`src/sv/prf_pkg.sv`:
```
// ----------------------------------------------------------------------------
// prf_pkg
// Shared constants, types and command codes of the primitive root finder.
// ----------------------------------------------------------------------------
package prf_pkg;
  localparam int TABLE_DEPTH = 65536;
  localparam int ADDR_BITS   = $clog2(TABLE_DEPTH);
  localparam int VALUE_BITS  = 16;
  localparam int MAX_FACTORS = 8;
  localparam int CNT_BITS    = $clog2(MAX_FACTORS + 1);
  localparam int FIDX_BITS   = $clog2(MAX_FACTORS);
  localparam int EBITS       = $clog2(VALUE_BITS + 1);

  typedef logic [VALUE_BITS-1:0] val_t;

  localparam logic CMD_WRITE = 1'b0;
  localparam logic CMD_QUERY = 1'b1;

  // Request and response of the shared modular multiplier / divider unit.
  typedef struct packed {
    logic                  start;
    logic                  is_div;  // 1: quotient a / m, 0: (a*b) mod m
    logic [VALUE_BITS-1:0] a;
    logic [VALUE_BITS-1:0] b;
    logic [VALUE_BITS-1:0] m;
  } ar_req_t;

  typedef struct packed {
    logic                  done;
    logic [VALUE_BITS-1:0] q;
    logic [VALUE_BITS-1:0] r;
  } ar_rsp_t;
endpackage

```
`src/sv/prf_arith.sv`:
```
// ----------------------------------------------------------------------------
// prf_arith
// Bit-serial unit: (a*b) mod m by shift-add-reduce, or a / m by restoring
// division; one bit per cycle.
// ----------------------------------------------------------------------------
module prf_arith (
  input  logic             clk,
  input  logic             rst_n,
  input  prf_pkg::ar_req_t req,
  output prf_pkg::ar_rsp_t rsp
);
  localparam int W  = prf_pkg::VALUE_BITS;
  localparam int EB = prf_pkg::EBITS;

  logic            busy_r, busy_nxt;
  logic            div_r, div_nxt;
  logic [EB-1:0]   cnt_r, cnt_nxt;
  logic [W-1:0]    a_r, a_nxt, b_r, b_nxt, m_r, m_nxt, q_r, q_nxt;
  logic [W:0]      acc_r, acc_nxt;
  logic            done_r, done_nxt;

  logic [W+1:0] dbl, add;
  logic [W:0]   red1;

  always_comb begin
    busy_nxt = busy_r; div_nxt = div_r; cnt_nxt = cnt_r;
    a_nxt = a_r; b_nxt = b_r; m_nxt = m_r; q_nxt = q_r; acc_nxt = acc_r;
    done_nxt = 1'b0;
    dbl = {acc_r, 1'b0};
    add = '0;
    red1 = '0;
    if (req.start) begin
      busy_nxt = 1'b1; div_nxt = req.is_div; cnt_nxt = EB'(W);
      a_nxt = req.a; b_nxt = req.b; m_nxt = req.m; q_nxt = '0; acc_nxt = '0;
    end else if (busy_r) begin
      if (div_r) begin
        // Restoring division: shift in next dividend bit.
        add = {acc_r, a_r[W-1]};
        if (add >= {2'b00, m_r}) begin
          add = add - {2'b00, m_r};
          q_nxt = {q_r[W-2:0], 1'b1};
        end else begin
          q_nxt = {q_r[W-2:0], 1'b0};
        end
        acc_nxt = add[W:0];
      end else begin
        // Horner step: acc = 2*acc + bit*b, reduced mod m twice at most.
        add = dbl + (a_r[W-1] ? {2'b00, b_r} : '0);
        if (add >= {1'b0, m_r, 1'b0}) add = add - {1'b0, m_r, 1'b0};
        if (add >= {2'b00, m_r}) add = add - {2'b00, m_r};
        red1 = add[W:0];
        acc_nxt = red1;
      end
      a_nxt = {a_r[W-2:0], 1'b0};
      cnt_nxt = cnt_r - 1'b1;
      if (cnt_r == EB'(1)) begin
        busy_nxt = 1'b0;
        done_nxt = 1'b1;
      end
    end
  end

  always_ff @(posedge clk) begin
    if (!rst_n) begin
      busy_r <= 1'b0; done_r <= 1'b0;
    end else begin
      busy_r <= busy_nxt; done_r <= done_nxt;
    end
    div_r <= div_nxt; cnt_r <= cnt_nxt; a_r <= a_nxt; b_r <= b_nxt;
    m_r <= m_nxt; q_r <= q_nxt; acc_r <= acc_nxt;
  end

  assign rsp.done = done_r;
  assign rsp.q    = q_r;
  assign rsp.r    = acc_r[W-1:0];
endmodule

```
`config.mk`:
```
export PLATFORM = sky130hd
export DESIGN_NAME = prf_arith
export DESIGN_NICKNAME = d
export VERILOG_FILES = /design/src/sv/prf_pkg.sv /design/src/sv/prf_arith.sv
export SDC_FILE = /design/constraint.sdc
export NUM_CORES = 1
export LEC_CHECK = 0
export BUFFER_PORTS_ARGS = -buffer_cell sky130_fd_sc_hd__clkbuf_2
export CAP_MARGIN = 20
export CORE_ASPECT_RATIO = 1.2
export CORE_MARGIN = 5
export CORE_UTILIZATION = 45
export CTS_BUF_LIST = sky130_fd_sc_hd__clkbuf_4 sky130_fd_sc_hd__clkbuf_8
export DETAILED_ROUTE_END_ITERATION = 12
export MAX_ROUTING_LAYER = met4
export PLACE_DENSITY = 0.69
export SETUP_SLACK_MARGIN = 0.2
export SYNTH_ARGS = -nofsm -noshare
export SYNTH_HDL_FRONTEND = slang
export SYNTH_SLANG_ARGS = --single-unit
```
`constraint.sdc`:
```
create_clock -name clk -period 6.8 [get_ports clk]
set_clock_uncertainty 0.2 [all_clocks]
set_input_delay 0.68 -clock clk [delete_from_list [all_inputs] [get_ports clk]]
set_output_delay 0.68 -clock clk [all_outputs]
set_load 0.02 [all_outputs]
```
==> results.cfg <==
[floorplan]
die_w_um = 125
initial_core_util_pct = 45.7
die_y_um = 148
io_pins = 85
dieArea_sq_um = 18400
core_sq_um = 15600
rows = 50

[yosys]
yosys_warnings = 0
ys_seq_area_share_pct = 31.9
synth-edff-count = 49
synthCells = 759
synthFlopType = edfxtp_1
ys_top_cells_by_count = nand2_1, ha_1, a21oi_1
yosys.area.top_type_share_pct = 20.7
syn_area_sq_um = 7120
synth.most_common_cell = nand2_1
synthesis.nets = 880
async_flop_share_pct = 0
ys_ff_latch = 89
ys_top_cells_by_area = edfxtp_1, ha_1, dfxtp_1, a21oi_1, mux2_2
synth_area_per_cell_sq_um = 9.38
synth_cell_types = 72
yosysTopAreaCell = edfxtp_1

[power]
p_int_w = 0.00281
p_seq_share_pct = 13.9
power_density_nw_per_um2 = 561
switching_power_w = 0.00221
p_leak_nw = 3.79
pwr-share-clk_pct = 7.7
power_frac_comb_pct = 78.5
p_sw_share_pct = 44.0
ir_worst_vdd_mv = 0.328

[worst_setup_path]
cpMaxStageDelayCell = or4_4
cp.arrival_ns = 6.56
r2r_end = acc_r[3]
worst_setup_path_start_kind = flop
criticalPathCategory = flop to flop
regToRegSetupSlack_ns = 0.27
cp-end-kind = flop
worstPathRequired_ns = 6.83
r2r-start = a_r[15]
slowest_delay_ns = 0.55
worstPathMaxFanout = 7
r2r_cells = 30

[global_routing]
track_usage_pct = 20.8
grt_pass1_vias = 6139
grt_pass1_wl_mm = 30.4
antenna_found_initial = 0
overflow = 0
grt_max_degree = 74

[final_layout]
fin_nets = 1006
final_design_area_no_fill_sq_um = 8940
num-fill-cells = 1323
syn_to_final_growth_pct = 25.6
antenna_cells = 0
drive_above_1_share_pct = 32.7

[clocking]
cts_buffers = 9
cts.path.max_buffers = 2
ctsHoldBuffers = 0
cts_num_sinks = 89
cts_tree = yes
h-tree-depth = 3
cts.clk_slew.worst_paths_ns = 0.11
clk_root_buffer_cell = clkbuf_8
clk_latency_ns = 0.37

[route]
wire_per_inst_um = 18.2
drtAntennaViolNets = 0
top_layer_used = met4
route.detailed.drc = 0
dr_total_vias = 6295
via_per_inst = 5.73
drt_iter0_markers = 416
met3_length_um = 907
wl_met1_mm = 8.67
wl_met2_mm = 9.86
first_pass_iters = 5
wirelength_mm = 20.0

[hold_path]
min_from = q_r[15]
hp-class = flop to flop
holdPathStages = 2
min_to = q_r[15]

[timing]
tightest_slew_ns = 0.876
fin_setup_tns_ns = 0
post-route-period-util_pct = 96.1
slew-limit-headroom_pct = 41.6
setup_viol_count_final = 0
hold_viol_final = 0
timing.final.max_slew_violations = 0
fin_crit_ns = 6.53
rsz0062_at_grt = true
timing.fmax_mhz = 153

[placement]
port_buffers = 84
placed_area_sq_um = 7910
place_congestion = 1.02
hpwl_mm = 15.2

[outcome]
status = finished, final reports clean

[flow_run]
maxCapViolCount = 0
## worst max path at each step
stage | to | slack [ns] | start | cells past startpoint
floorplan | acc_r[8] | 0.27 | a_r[15] | 28
global placement | acc_r[5] | 0.05 | a_r[15] | 27
detailed placement | acc_r[8] | -0.04 | a_r[15] | 27
CTS | acc_r[8] | 0.17 | a_r[15] | 27
global route | acc_r[10] | 0.05 | a_r[15] | 29
finish | acc_r[3] | 0.27 | a_r[15] | 30
## kinds of logic (layout without fill, tap and decap cells)
kind of cell / Yosys count / after routing / share of synthesized area [%]
compound gates: 220 / 220 / 21.5
xor+xnor: 50 / 50 / 6.45
fa+ha+maj: 69 / 69 / 12.5
buf+inv: 76 / 207 / 5.25
flops: 89 / 89 / 31.9
mux: 55 / 55 / 8.22
simple gates: 200 / 200 / 14.1
## registers in the layout (all words and copies together), names as in the netlist
signal and count:
acc_r 17, a_r 16, b_r 16, m_r 16, q_r 16, cnt_r 5, busy_r 1, div_r 1
done_r 1
## routing by layer
metal,GRT usage (%),up-vias
met3,2.10,37
li1,-,3039
met1,25.7,2999
met2,35.6,220
met5,-,-
met4,7.65,0
## cell usage in the layout (no fill, tap or decap), types with 9 or more instances in the layout
master,n
a21o_1,17
a21oi_1,56
and2_1,17
buf_4,62
clkbuf_2,83
clkbuf_8,9
dfxtp_1,40
edfxtp_1,49
ha_1,42
ha_4,21
inv_1,36
mux2_2,19
mux2_4,9
mux2i_1,21
nand2_1,65
nand2b_1,9
nor2_1,39
nor2b_1,12
nor3_1,9
o21a_1,15
o21ai_0,27
o221ai_1,9
xnor2_1,33
xor2_1,12
## stage by stage
stage | utilization (%) | setup WS (ns) | hold WS [ns] | instances | total power [W]
final | 57.4 | 0.268 | 0.274 | 1098 | 0.00502
after global placement | 50.8 | 0.0455 | 0.244 | 1056 | 0.00360
after CTS | 52.9 | 0.167 | 0.267 | 1078 | 0.00420
after global routing | 57.4 | 0.0455 | 0.264 | 1098 | 0.00530
after floorplan | - | 0.274 | 0.257 | 759 | 0.00289
after detailed placement | 50.8 | -0.0367 | 0.260 | 1056 | 0.00363
## critical path, delay by kind of cell (launching register included)
family / cells / cell delay (ns)
and+or+nand+nor: 4 / 1.00
muxes: 2 / 0.42
adders and majority gates: 4 / 1.12
AOI/OAI and AO/OA: 13 / 2.19
DFF: 1 / 0.43
buffers and inverters: 7 / 1.01
## timing repair
action | CTS | global route
gates resized for setup | 12 | 96
setup buffers | 5 | 19
pin swaps | 7 | 47
endpoints found under the setup margin | 16 | 17
cloned | 1 | 1
## power groups by stage
stage / sequential [W] / clock [W] / combinational, W
floorplan: 0.000676 / 0 / 0.00221
global placement: 0.000699 / 0 / 0.00290
detailed placement: 0.000699 / 0 / 0.00293
CTS: 0.000689 / 0.000390 / 0.00312
global route: 0.000701 / 0.000413 / 0.00419
finish: 0.000695 / 0.000385 / 0.00394
## final cells by class
cell class / count / area (sq um) / share of cell area [%]
clock buffers: 9 / 124 / 1.39
clock inverters: 7 / 77.6 / 0.868
inverters: 37 / 139 / 1.55
multi-input cells: 594 / 5070 / 56.7
flip-flops and latches: 89 / 2270 / 25.4
well taps: 208 / 260 / 2.91
repair buffers: 154 / 998 / 11.2
Power figures use the tool's default switching activity.
